## config.mk

```make
export PLATFORM = sky130hd
export DESIGN_NAME = brl_fifo
export DESIGN_NICKNAME = d
export VERILOG_FILES = /design/src/rtl/brl_fifo.sv
export SDC_FILE = /design/constraint.sdc
export NUM_CORES = 1
export LEC_CHECK = 0
export ABC_AREA = 1
export BUFFER_PORTS_ARGS = -buffer_cell sky130_fd_sc_hd__buf_4
export CORE_MARGIN = 1
export CORE_UTILIZATION = 30
export DETAILED_ROUTE_END_ITERATION = 7
export PLACE_DENSITY = 0.6
export SKIP_CTS_REPAIR_TIMING = 1
export SYNTH_ARGS = -nofsm -noshare
export SYNTH_HDL_FRONTEND = slang
export SYNTH_SLANG_ARGS = --single-unit
export TNS_END_PERCENT = 1
```

## constraint.sdc

```tcl
create_clock -name clk_i -period 2.4 [get_ports clk_i]
set_input_delay 0.48 -clock clk_i [delete_from_list [all_inputs] [get_ports clk_i]]
set_output_delay 0.48 -clock clk_i [all_outputs]
set_load 0.01 [all_outputs]
```

## src/rtl/brl_fifo.sv

```systemverilog
// Small synchronous queue used between the front and back ends and on the
// result side. Self-contained; no package dependency.
`default_nettype none

module brl_fifo #(
  parameter int unsigned DataW = 8,
  parameter int unsigned Depth = 2
) (
  input  wire logic             clk_i,
  input  wire logic             rst_ni,
  input  wire logic             push_i,
  input  wire logic [DataW-1:0] data_i,
  output logic                  full_o,
  input  wire logic             pop_i,
  output logic                  empty_o,
  output logic      [DataW-1:0] data_o
);

  localparam int unsigned PtrW = (Depth > 1) ? $clog2(Depth) : 1;
  localparam int unsigned CntW = $clog2(Depth + 1);

  logic [DataW-1:0] mem_q [Depth];
  logic [PtrW-1:0]  wr_ptr_q, wr_ptr_d, rd_ptr_q, rd_ptr_d;
  logic [CntW-1:0]  cnt_q, cnt_d;
  logic             do_push, do_pop;

  assign full_o  = (cnt_q == CntW'(Depth));
  assign empty_o = (cnt_q == '0);
  assign do_push = push_i && !full_o;
  assign do_pop  = pop_i && !empty_o;
  assign data_o  = mem_q[rd_ptr_q];

  always_comb begin
    wr_ptr_d = wr_ptr_q;
    rd_ptr_d = rd_ptr_q;
    cnt_d    = cnt_q;
    if (do_push) begin
      wr_ptr_d = (wr_ptr_q == PtrW'(Depth - 1)) ? '0 : wr_ptr_q + 1'b1;
    end
    if (do_pop) begin
      rd_ptr_d = (rd_ptr_q == PtrW'(Depth - 1)) ? '0 : rd_ptr_q + 1'b1;
    end
    if (do_push && !do_pop) begin
      cnt_d = cnt_q + 1'b1;
    end else if (do_pop && !do_push) begin
      cnt_d = cnt_q - 1'b1;
    end
  end

  always_ff @(posedge clk_i or negedge rst_ni) begin
    if (!rst_ni) begin
      wr_ptr_q <= '0;
      rd_ptr_q <= '0;
      cnt_q    <= '0;
    end else begin
      wr_ptr_q <= wr_ptr_d;
      rd_ptr_q <= rd_ptr_d;
      cnt_q    <= cnt_d;
    end
  end

  always_ff @(posedge clk_i) begin
    if (do_push) begin
      mem_q[wr_ptr_q] <= data_i;
    end
  end

endmodule

`default_nettype wire

```

# After elaboration in Yosys (flattened, before gate mapping)
# Memory sizes are Yosys's and may differ from the RTL's.
# Index checks and enable logic that the tools add are counted.
# totals
ff_bits,4
n_memories,1
output_inout_bits,10
latch_bits,0
inputBits,12
mem_bits_rw,16
rom_bits,0
wordCells,25
# mem_list
name,words,word_bits,rd,rd_ports_with_merged_regs,wr,line_no,source
mem_q,2,8,1,0,1,22,logic [DataW-1:0] mem_q [Depth];
# classes
mux,6
n_lt_le_gt_ge,0
add_sub_neg,4
eq_ne,1
shift,0
n_mul,0
div_mod_pow,0
reduce_logical,10
bitwise,0
# op_table
cell,n
logical AND 1 bit,4
zero test 1 bit,4
two-way mux 1 bit,4
two-way mux 2 bit,2
"adder 1 bit, second input constant",2
"adder 2 x 1 -> 2 bit, second input constant",1
"equality test 2 bit, second input constant",1
zero test 2 bit,1
nonzero test 2 bit,1
"subtractor 2 x 1 -> 2 bit, second input constant",1

# Logic depth before layout (Yosys ltp)
# logic_depth
depth_word,7
mapped_depth,9
depth_no_buf,9

# Worst setup path before layout
# No wires, ideal clock.
# synth_path
path_kind,reg-to-reg
start,register cnt_q[1]
end,"memory mem_q[1][0], enable pin"
path_stages_with_launch,4
slack_ps,1078
arrival_ps,951
path_buffers,0
required_ps,2029
synth_period_minus_slack_ps,1322
setup_time_ps,371
cell_sequence,dfrtp_1 -> inv_1 -> o21ai_0 -> nor2_1
# synth_via
elab_chain_cells,5
# synth_lines
item,line_no,source
from (decl),24,"logic [CntW-1:0] cnt_q, cnt_d;"
from (signal assigned),58,cnt_q <= cnt_d;
equality test 2 bit,27,assign full_o = (cnt_q == CntW'(Depth));
zero test 1 bit,29,assign do_push = push_i && !full_o;
logical AND 1 bit,29,
two-way mux 1 bit,63,if (do_push) begin
two-way mux 1 bit (not written as such),64,mem_q[wr_ptr_q] <= data_i;
to (decl),22,
# No other way between the ends.

# Worst setup path after layout
# layout_path
start,register rd_ptr_q
end,output port data_o[3]
# layout_via
elab_chain_cells,1
# layout_lines
item,line_no,source
from (decl),23,"logic [PtrW-1:0] wr_ptr_q, wr_ptr_d, rd_ptr_q, rd_ptr_d;"
from (signal assigned),57,rd_ptr_q <= rd_ptr_d;
memory read (2 x 8 bit),-,
to (decl),16,output logic [DataW-1:0] data_o
# No other way between the ends.

==> metrics.md <==
| Metric | Value |
|---|---|
| Status | finished clean |
| Post-DRT Antenna Nets | 0 |
| Sequential cell area | 580.6 um2 |
| Combinational Power Share | 39.0% |
| Met2 routed WL | 676 um |
| Peak supply drop | slightly above 0.0006 V |
| P_int | approximately 0.75 mW |
| Adder-cell share of the synthesized area | 1.546% |
| Avg Cell Area, Syn | 11.09 um2 |
| Post-synth EDFFs | 16 |
| Num CTS Buffers | 3 |
| Met3 routed wirelength | 63 um |
| Final Hold Fails | 0 |
| DIE WIDTH | roughly 54 um |
| Least-Margin Pin Slew | about 0.66 ns |
| Row count | 18 |
| Setup TNS | 0 ns |
| Routability Congestion | 0.6471 |
| Switching power | between 0.4 and 0.5 mW |
| Switching fraction of total power | between 30% and 40% |
| Fin nets | ~110 |
| Residual DRC | 0 |
| Routed via count | 562 |
| Required @ worst endpoint | 1.92 ns |
| Compound-Gate Fraction of Synth Area | 1.236% |
| Seq pwr share | approximately 47% |
| Core box area | 0.002522 mm2 |
| RSZ-0062 raised after global routing | false |
| Fraction of layout cells with a size suffix above 1 | 27.55% |
| GR Overflow Total | 0 |
| R2R Setup Slk | 0.86 ns |
| DIE AREA | 0.002910 mm2 |
| Worst Hold Class | in2reg |
| # IOs | 22 |
| Finish-stage setup viols | 0 |
| TritonCTS clock tree | built |
| Max_cap viols | 0 |
| Avg WL per Cell | 10.63 um |
| Worst-skew pair later-pin latency | 0.30 ns |
| Clk slew on worst S/H paths | 0.11 ns |
| First-pass GRT wire length | between 2000 and 2500 um |
| Tot Pwr | 1.166 mW |
| H-tree Lvls | 1 |
| DP HPWL | ~1000 um |
| Library cells used by synthesis | 14 |
| Min cycle time layout | between 1.5 and 2 ns |
| Synthesis-to-layout area growth | 27.97% |
| Worst Hold Slack | 0.3542 ns |
| Via density | 4.391 |
| Top Layer Used | met4 |
| Yosys warning total | 0 |
| Mapped Area | 809.5 um2 |
| Die height | 53.95 um |
| CP Capture Type | primary output |
| Area of the multi-input gates | 193.9 um2 |
| Largest net degree at the start of global routing | 12 |
| Initial DRC count | 7 |
| Post-Syn Instances | 73 |
| Worst setup SP type | flop |
| Arr. time, crit path | 1.29 ns |
| IO buf count | 21 |
| FFs w/ async S/R, synth | 20.00% |
| CTS Root Cell | clkbuf_4 |
| Yosys reg bits | 20 |
| Leakage Power | a little under 0.5 nW |
| Bufs on Longest Clock Path | 2 |
| Gr usage total | 10.88% |
| Area leader, netlist | edfxtp_1 |
| Mux contribution to synthesized area | 0% |
| DRT Wirelength | 1360 um |
| Ant diodes | 0 |
| Normalized max-slew margin | between 50% and 60% |
| Fmax | 565.4 MHz |
| Synthesized Nets | 86 |
| Post-synth top flop | edfxtp_1 |
| Synth Area in Simple Gates | 20.09% |
| Fill count | ~260 |
| Largest family of logic cells by synthesized area | simple AND/OR/NAND/NOR gates |
| Skew final | 0.01147 ns |
| Crit Path Max Fanout | 10 |
| Commonest cells in the netlist | nand2_1 (33), edfxtp_1 (16), inv_1 (7), dfrtp_1 (4) |
| DR pass1 iterations | 4 |
| Seq/Total Area, Yosys | 71.72% |
| Synth top area cells | edfxtp_1 (59%), nand2_1 (15%), dfrtp_1 (12%), inv_1 (3.2%), ha_1 (1.5%) |
| Top-count cell post-synth | nand2_1 |
| Kind of critical path | reg2out |
| Post-route clock period utilization | between 70 and 80% |
| Initial antenna violation count | 0 |
| Starting Density | 32.09% |
| Final Max Tran Viols | 0 |
| Clk network pwr share | 13.9% |
| Vias in the first global route | 518 |
| Power Dens Cells | 1125 mW/mm2 |
| Yosys top cell area share | 59.35% |
| Clock sink count | 20 |
| Xor and xnor area share after synthesis | under 10% |
| Wl on met1 | 586 um |
[kinds of logic (layout without fill, tap and decap cells)]
kind of cell / Yosys count / count (layout)
buffers and inverters: 9 / 34
flip-flops: 20 / 20
AND/OR/NAND/NOR: 40 / 40
AO/OA/AOI/OAI: 2 / 2
adder cells (fa/ha/maj): 1 / 1
XOR/XNOR: 1 / 1
[final timing paths]
check	from	to	cells after the start
worst max-delay path	rd_ptr_q$_DFFE_PN0P_	data_o[3]	4
worst min-delay path	data_i[4]	mem_q[0][4]$_DFFE_PP_	1
worst max register to register	cnt_q[1]$_DFFE_PN0P_	mem_q[1][1]$_DFFE_PP_	3
worst min register to register	wr_ptr_q$_DFFE_PN0N_	wr_ptr_q$_DFFE_PN0N_	2
max in group asynchronous	rst_ni	rd_ptr_q$_DFFE_PN0P_	2
min in group asynchronous	rst_ni	wr_ptr_q$_DFFE_PN0N_	2
[state kept, by name (all words and copies together) (netlist names)]
name / count
rd_ptr_q: 1
cnt_q: 2
wr_ptr_q: 1
mem_q: 16
[through the flow]
step	util [%]	area (um2)	instances	setup WS [ns]
floorplan	-	809.5	73	1.078
global placement	39.63	999.7	123	0.8361
detailed placement	39.63	999.7	123	0.8187
CTS	40.67	1026	127	0.6029
global route	41.07	1036	128	0.4707
finish	41.07	1036	128	0.6315
[cell usage in the layout, fill, tap and decap left out, drive strengths merged]
cell type / synthesis / final
clkbuf: 0 / 4
edfxtp: 16 / 16
xnor2: 1 / 1
buf: 1 / 21
nor2: 4 / 4
o21ai: 2 / 2
inv: 8 / 8
ha: 1 / 1
nand3: 1 / 1
dfrtp: 4 / 4
nand4: 1 / 1
nand3b: 1 / 1
nand2: 33 / 33
dlygate4sd3: 0 / 1
[power groups by stage]
stage	sequential [mW]	clock [mW]	combinational, mW
2_1_floorplan	0.523	0	0.294
4_1_cts	0.550	0.167	0.464
3_3_place_gp	0.554	0	0.452
5_1_grt	0.564	0.180	0.517
6_report	0.549	0.162	0.455
3_5_place_dp	0.558	0	0.462
[worst max-delay path, stage by stage (launching register included)]
cell	delay, ns
dfrtp_1	0.56
inv_2	0.16
nand2_1	0.09
nand2_1	0.05
buf_4	0.14
[area by class of cell]
| class | count | area share, % |
|---|---|---|
| Clock buffer | 4 | 2.536 |
| Inverter | 8 | 2.899 |
| Timing Repair Buffer | 22 | 16.18 |
| Sequential cell | 20 | 56.04 |
| Tap cell | 30 | 3.623 |
| Multi-Input combinational cell | 44 | 18.72 |
[layer usage]
| metal | vias to the layer above | track usage (%) |
|---|---|---|
| met5 | - | 0 |
| met4 | 0 | 7.895 |
| met3 | 4 | 3.390 |
| met2 | 14 | 18.52 |
| met1 | 257 | 11.13 |
| li1 | 287 | - |
Power figures use the tool's default switching activity.
