<file path="src/rtl/brl_pkg.sv">
// Shared types, constants and the dot map for the braille dot framebuffer.
// Used by the front end, the back end and the top level; depends on nothing.
`default_nettype none

package brl_pkg;

  localparam int unsigned ActionW  = 2;
  localparam int unsigned PosW     = 11;
  localparam int unsigned CfgIdxW  = 1;
  localparam int unsigned CfgDataW = 8;
  localparam int unsigned ColsRegW = 8;
  localparam int unsigned RowsRegW = 7;
  localparam int unsigned CellColW = 7;
  localparam int unsigned CellRowW = 6;
  localparam int unsigned CodeW    = 14;
  localparam int unsigned StatusW  = 3;
  localparam int unsigned DotsW    = 8;
  // Command coordinates are wide enough for the largest screen a build allows.
  localparam int unsigned CmdColW  = 8;
  localparam int unsigned CmdRowW  = 8;

  localparam int unsigned RenderLimit = 64;
  localparam int unsigned RenderCntW  = $clog2(RenderLimit);

  localparam logic [ColsRegW-1:0] ColsReset   = 8'd80;
  localparam logic [RowsRegW-1:0] RowsReset   = 7'd24;
  localparam logic [CodeW-1:0]    BrailleBase = 14'h2800;
  localparam logic [DotsW-1:0]    FullDots    = 8'hFF;

  // Input actions.
  localparam logic [ActionW-1:0] ActSetDot = 2'd0;
  localparam logic [ActionW-1:0] ActFill   = 2'd1;
  localparam logic [ActionW-1:0] ActRender = 2'd2;
  localparam logic [ActionW-1:0] ActClear  = 2'd3;

  // Configuration register indexes.
  localparam logic [CfgIdxW-1:0] CfgCols = 1'b0;
  localparam logic [CfgIdxW-1:0] CfgRows = 1'b1;

  // Result status codes.
  localparam logic [StatusW-1:0] StatDone    = 3'd0;
  localparam logic [StatusW-1:0] StatOutside = 3'd1;
  localparam logic [StatusW-1:0] StatFull    = 3'd2;
  localparam logic [StatusW-1:0] StatRender  = 3'd3;
  localparam logic [StatusW-1:0] StatEmpty   = 3'd4;

  typedef enum logic [2:0] {
    CMD_SETDOT  = 3'd0,
    CMD_FILL    = 3'd1,
    CMD_RENDER  = 3'd2,
    CMD_CLEAR   = 3'd3,
    CMD_OUTSIDE = 3'd4
  } cmd_kind_e;

  typedef struct packed {
    cmd_kind_e          kind;
    logic [CmdColW-1:0] col;
    logic [CmdRowW-1:0] row;
    logic [DotsW-1:0]   dots;
  } brl_cmd_t;

  typedef struct packed {
    logic [CellColW-1:0] cell_col;
    logic [CellRowW-1:0] cell_row;
    logic [CodeW-1:0]    code_point;
    logic [StatusW-1:0]  status;
    logic                last;
  } brl_res_t;

  // Dot bit of a braille cell for the dot offset (dx, dy) inside the cell.
  function automatic logic [DotsW-1:0] dot_bit(input logic [1:0] dy, input logic dx);
    logic [DotsW-1:0] bits;
    case ({dy, dx})
      3'b000:  bits = 8'b0000_0001;
      3'b001:  bits = 8'b0000_1000;
      3'b010:  bits = 8'b0000_0010;
      3'b011:  bits = 8'b0001_0000;
      3'b100:  bits = 8'b0000_0100;
      3'b101:  bits = 8'b0010_0000;
      3'b110:  bits = 8'b0100_0000;
      default: bits = 8'b1000_0000;
    endcase
    return bits;
  endfunction

endpackage

`default_nettype wire

</file>
<file path="src/rtl/brl_front.sv">
// Front end: screen size registers, input acceptance and command classification.
// Depends on brl_pkg; feeds the command queue in front of brl_back.
`default_nettype none

module brl_front #(
  parameter int unsigned MAX_COLS = 128,
  parameter int unsigned MAX_ROWS = 64
) (
  input  wire logic                           clk_i,
  input  wire logic                           rst_ni,
  input  wire logic                           cfg_valid_i,
  output logic                                cfg_ready_o,
  input  wire logic [brl_pkg::CfgIdxW-1:0]    cfg_index_i,
  input  wire logic [brl_pkg::CfgDataW-1:0]   cfg_data_i,
  input  wire logic                           push_i,
  output logic                                full_o,
  input  wire logic [brl_pkg::ActionW-1:0]    action_i,
  input  wire logic signed [brl_pkg::PosW-1:0] pos_x_i,
  input  wire logic signed [brl_pkg::PosW-1:0] pos_y_i,
  input  wire logic                           cmd_full_i,
  input  wire logic                           busy_i,
  output logic                                cmd_push_o,
  output brl_pkg::brl_cmd_t                   cmd_o
);

  import brl_pkg::*;

  localparam logic [9:0] MaxColsC = 10'(MAX_COLS);
  localparam logic [9:0] MaxRowsC = 10'(MAX_ROWS);

  logic [ColsRegW-1:0] cols_q;
  logic [RowsRegW-1:0] rows_q;
  logic [9:0]          col_full, row_full;
  logic                on_screen, is_write;
  cmd_kind_e           kind;
  logic [DotsW-1:0]    dots;

  assign cfg_ready_o = 1'b1;

  always_ff @(posedge clk_i or negedge rst_ni) begin
    if (!rst_ni) begin
      cols_q <= ColsReset;
      rows_q <= RowsReset;
    end else if (cfg_valid_i && cfg_ready_o) begin
      unique case (cfg_index_i)
        CfgCols: cols_q <= cfg_data_i;
        CfgRows: rows_q <= cfg_data_i[RowsRegW-1:0];
        default: ;
      endcase
    end
  end

  always_comb begin
    col_full = '0;
    row_full = '0;
    dots     = '0;
    is_write = 1'b0;
    kind     = CMD_CLEAR;
    unique case (action_i)
      ActSetDot: begin
        // A dot at (x, y) lands in cell (x/2, y/4); negatives are caught below.
        col_full = {1'b0, pos_x_i[9:1]};
        row_full = {2'b0, pos_y_i[9:2]};
        dots     = dot_bit(pos_y_i[1:0], pos_x_i[0]);
        is_write = 1'b1;
        kind     = CMD_SETDOT;
      end
      ActFill: begin
        col_full = pos_x_i[9:0];
        row_full = pos_y_i[9:0];
        is_write = 1'b1;
        kind     = CMD_FILL;
      end
      ActRender: kind = CMD_RENDER;
      ActClear:  kind = CMD_CLEAR;
      default:   kind = CMD_CLEAR;
    endcase
  end

  assign on_screen = !pos_x_i[PosW-1] && !pos_y_i[PosW-1]
                     && (col_full < {2'b0, cols_q}) && (col_full < MaxColsC)
                     && (row_full < {3'b0, rows_q}) && (row_full < MaxRowsC);

  assign full_o     = cmd_full_i || busy_i;
  assign cmd_push_o = push_i && !full_o;

  always_comb begin
    cmd_o.kind = (is_write && !on_screen) ? CMD_OUTSIDE : kind;
    cmd_o.col  = CmdColW'(col_full);
    cmd_o.row  = CmdRowW'(row_full);
    cmd_o.dots = dots;
  end

endmodule

`default_nettype wire

</file>
<file path="config.mk">
export PLATFORM = sky130hd
export DESIGN_NAME = brl_front
export DESIGN_NICKNAME = d
export VERILOG_FILES = /design/src/rtl/brl_pkg.sv /design/src/rtl/brl_front.sv
export SDC_FILE = /design/constraint.sdc
export NUM_CORES = 1
export LEC_CHECK = 0
export ABC_AREA = 1
export BUFFER_PORTS_ARGS = -buffer_cell sky130_fd_sc_hd__buf_2
export CORE_MARGIN = 8
export CORE_UTILIZATION = 42
export CTS_BUF_LIST = sky130_fd_sc_hd__clkbuf_8
export DETAILED_ROUTE_END_ITERATION = 7
export GPL_TIMING_DRIVEN = 1
export PLACE_DENSITY = 0.78
export SKIP_LAST_GASP = 1
export SLEW_MARGIN = 10
export SYNTH_ARGS = -nofsm -noshare
export SYNTH_HDL_FRONTEND = slang
export SYNTH_SLANG_ARGS = --single-unit
</file>
<file path="constraint.sdc">
create_clock -name clk_i -period 1.6 [get_ports clk_i]
set_input_delay 0.08 -clock clk_i [delete_from_list [all_inputs] [get_ports clk_i]]
set_output_delay 0.08 -clock clk_i [all_outputs]
set_load 0.01 [all_outputs]
</file>
==> Word level (Yosys, flattened, before mapping) <==
Cells that the tools add are included.
{ "word_totals": {"reg_bits": 15, "input_bits": 39, "output_inout_bits": 30, "elab_cells": 40} }
{ "op_classes": {"magnitude_cmp": 4, "n_eq_ne": 9, "mux": 7, "n_bitwise": 1, "n_reduce_logical": 17} }
{ "ops": {"columns": ["op", "n"], "rows": [
  ["8-bit one-hot mux with 7 select lines", 1],
  ["10-bit one-hot mux with 2 select lines", 2],
  ["3-bit one-hot mux with 4 select lines", 1],
  ["10-bit by 7-bit < comparator with 1-bit output", 1],
  ["10-bit by 7-bit < comparator with 1-bit output, second input constant", 1],
  ["10-bit by 8-bit < comparator with 1-bit output", 1],
  ["10-bit by 8-bit < comparator with 1-bit output, second input constant", 1],
  ["3-bit == test, second input constant", 3],
  ["8-bit two-way mux", 1],
  ["1-bit logical AND", 7],
  ["3-bit by 2-bit == test with 1-bit output, second input constant", 2],
  ["2-bit == test, second input constant", 2],
  ["1-bit logical NOT", 4],
  ["2-bit AND reduction", 2],
  ["3-bit by 1-bit == test with 1-bit output, second input constant", 1],
  ["3-bit logical NOT", 1],
  ["3-bit two-way mux", 1],
  ["2-bit by 1-bit == test with 1-bit output, second input constant", 1],
  ["2-bit logical NOT", 1],
  ["2-bit OR reduction", 1],
  ["1-bit logical OR", 1],
  ["1-bit two-way mux", 1],
  ["1-bit NOT", 1]
]} }

==> Logic depth before layout (Yosys ltp) <==
{ "depth": {"ltp_word": 10, "mapped_depth": 14} }

==> Worst setup path after synthesis <==
OpenSTA, ideal clock, no wires.
{ "synth_path": {"kind": "in2out", "start": "input action_i[0] (netlist name)", "end": "output cmd_o[24] (netlist name)", "arrival_time_ns": 1.801, "path_slack_ns": -0.281, "stages": 12, "path_cell_list": "buf_6 -> nor2_4 -> inv_2 -> clkbuf_1 -> o22ai_1 -> ha_1 -> a21oi_1 -> o21a_1 -> nand2_1 -> nand2_1 -> nand3_1 -> a21oi_1"} }
{ "synth_rtl": {"columns": ["item", "line_no", "text"], "rows": [
  ["start, declared", "brl_front.sv:17", "input wire logic [brl_pkg::ActionW-1:0] action_i,"],
  ["end, declared", "brl_front.sv:23", "output brl_pkg::brl_cmd_t cmd_o"]
]} }

==> impl_metrics.py <==
metrics = {
    "critical_path": {
        "worstSetupStartpointType": "flip-flop",
        "critPathKind": "reg -> out",
        "r2r_setup_slack_ns": 0.81,
        "worstPathRequired_ns": 1.52,
        "arrival_ns": 1.84,
        "critPathLaunch": "cols_q[6]",
        "crit_fanout": 2,
        "r2r-start": "cols_q[6]",
        "crit_path_end_kind": "output pin",
    },
    "final_layout": {
        "area_growth_pct": 61.3,
        "final_cell_area_um2": 2130,
        "fin_nets": 337,
        "n_antenna_cell": 0,
        "drive_gt1_share_pct": 46.1,
    },
    "synth": {
        "yosysSeqAreaShare_pct": 28.8,
        "synthCells": 194,
        "synth-edff-count": 0,
        "synth_area_leaders": "dfrtp_1, nand2_1, inv_1, ha_1, dfstp_2",
        "synth_cell_types": 25,
        "syn_area_um2": 1320,
        "synth-xor-area-share_pct": 0,
        "synth.top_cell.area_share_pct": 20.9,
        "synth_fp_nets": 246,
        "synth_compound_area_share_pct": 17.3,
        "muxShareOfSynthArea_pct": 0,
        "yosys_warnings": 0,
        "netlist_top_cells_count": "nand2_1, inv_1, o21ai_0, ha_1, nor2_1",
        "async_flop_share_pct": 100,
        "syn_area_per_cell_um2": 6.80,
        "synth-simple-area-share_pct": 24.4,
        "ys.flop_type": "dfrtp_1",
        "synth_most_common_cell": "nand2_1",
        "ys_ff_latch": 15,
        "synth_top_family_by_area": "simple AND/OR/NAND/NOR gates",
        "synthAdderAreaFrac_pct": 12.3,
        "synth_top_cell_by_area": "dfrtp_1",
    },
    "drt": {
        "first_iter_violations": 64,
        "drc": 0,
        "routed_wirelength_um": 3880,
        "dr.pass1.iters": 4,
        "final_antenna_net_count": 0,
        "route.vias.total": 1511,
        "wl_per_cell_um": 11.8,
        "routed_via_density": 4.61,
    },
    "floorplanning": {
        "die_w_um": 72.0,
        "design.portCount": 69,
        "die_y_um": 72.0,
        "core_area_um2": 3030,
        "rows": 20,
        "start_util_pct": 43.6,
        "dieArea_um2": 5190,
    },
    "timing": {
        "setup_viol": 2,
        "holdWs_ns": 0.0910,
        "max_freq_ghz": 0.521,
        "post-route-min-period_ns": 1.92,
        "period_share_pct": 120,
        "worst_slack_ns": -0.318,
        "hold_violations": 0,
        "worst_clock_skew_ns": 0,
        "drv_slew": 0,
        "rsz0062_at_grt": "true",
    },
    "pwr": {
        "p_leak_nw": 1.22,
        "clkPwrFrac_pct": 22.5,
        "p_sw_mw": 0.440,
        "swShare_pct": 33.4,
        "power_frac_comb_pct": 42.3,
        "power_mw": 1.32,
        "p_seq_share_pct": 35.2,
        "internal_power_mw": 0.877,
        "p_per_area_nw_per_um2": 619,
        "vdd_drop_max_uv": 606,
    },
    "grt": {
        "grt_pass1_wl_um": 6620,
        "antenna_found_initial": 0,
        "grtUsageTotal_pct": 15.3,
        "grt_max_degree": 17,
        "grt_pass1_vias": 1546,
        "gr-total-overflow": 0,
    },
    "placed_design": {
        "io_buffer_count": 67,
        "gp_congestion": 0.893,
        "dpl_cell_area_um2": 2040,
        "post-dp-hpwl_um": 3440,
    },
    "worst_hold_path": {
        "hold_class": "in -> reg",
        "min_from": "cfg_data_i[6]",
    },
    "clocking": {
        "clk_path_buf_depth": 2,
        "cts_buffers": 3,
        "clock-sinks": 15,
        "clkLatencyLatePin_ns": 0.25,
        "root_buffer": "clkbuf_8",
        "htreeDepth": 1,
        "path_clk_slew_ns": 0.06,
        "cts_tree": "done",
    },
    "outcome": {
        "violations": "setup timing",
        "status": "complete, but fails checks",
    },
    "flow_run": {
        "drv_cap": 0,
    },
}
## state kept, by name, summed over array words and instances, names as in the netlist
register / cells
cols_q: 8
rows_q: 7
## layout by cell type, fill, tap and decap left out, types with 3 or more instances in the layout
cell type | netlist | layout
buf_2 | 0 | 66
nand2_1 | 46 | 46
inv_1 | 44 | 42
buf_4 | 1 | 21
o21ai_0 | 16 | 14
nor2_1 | 13 | 12
dfrtp_1 | 11 | 11
nand3_1 | 9 | 8
ha_1 | 13 | 8
o22ai_4 | 1 | 5
o22ai_2 | 1 | 5
ha_4 | 0 | 5
inv_2 | 2 | 4
a21oi_1 | 7 | 4
dfstp_2 | 4 | 4
buf_12 | 0 | 4
a21oi_2 | 0 | 3
clkbuf_8 | 0 | 3
## power groups by stage
stage / Clock (mW) / Combinational (mW) / Sequential (mW)
after floorplan: 0 / 0.339 / 0.460
after global placement: 0 / 0.526 / 0.467
after detailed placement: 0 / 0.542 / 0.469
after CTS: 0.305 / 0.560 / 0.463
after global routing: 0.327 / 0.623 / 0.469
final: 0.297 / 0.557 / 0.464
## worst paths after layout
check,endpoint,depth (start not counted)
worst max-delay path,cmd_o[24],10
worst min-delay path,cols_q[6],3
worst max register to register,cols_q[6],2
worst min register to register,rows_q[2],2
max in group asynchronous,rows_q[4],2
min in group asynchronous,cols_q[1],2
## what timing repair did
item,CTS,global route
hold endpoints to repair,13,0
hold buffers,1,0
gates resized for setup,6,1
setup endpoints to repair,2,2
buffers inserted,1,0
pin swaps,6,1
## routing by layer
metal	vias up	GRT usage, %	wire [um]
met3	7	3.03	212
met1	675	17.7	1650
met4	0	4.99	45
li1	785	-	-
met5	-	0	0
met2	44	27.2	1970
## through the flow
stage	util (%)	TNS, ns	cells	setup WS, ns
6_report	70.2	-0.611	328	-0.318
3_5_place_dp	67.4	-0.557	322	-0.301
2_1_floorplan	-	-0.0637	194	-0.0637
3_3_place_gp	67.4	-0.342	322	-0.186
5_1_grt	70.2	-0.796	328	-0.404
4_1_cts	70.2	-0.681	328	-0.355
## worst max-delay path: stages, from the launching register on
cell and delay [ns]:
dfstp_2 0.54, inv_2 0.04, ha_4 0.14, nand2_1 0.05, nand2_1 0.07, nor3_2 0.15
nand3_1 0.11, nor2_2 0.12, nand3_2 0.11, a21oi_2 0.12, buf_2 0.14
## kinds of logic (layout without fill, tap and decap cells)
group                    Yosys count  count (layout)
AO/OA/AOI/OAI                     37              37
other                              1               1
flip-flops                        15              15
buffers and inverters             53             143
AND/OR/NAND/NOR                   75              75
adder cells (fa/ha/maj)           13              13
## layout make-up
cell class	instances	area [um2]
fillers	251	901
flip-flops and latches	15	380
clock inverters	1	5.00
repair buffers	93	589
clock buffers	3	41.3
inverters	46	173
multi-input cells	126	883
well taps	44	55.1
No activity file was read; power rests on OpenSTA's default activity.
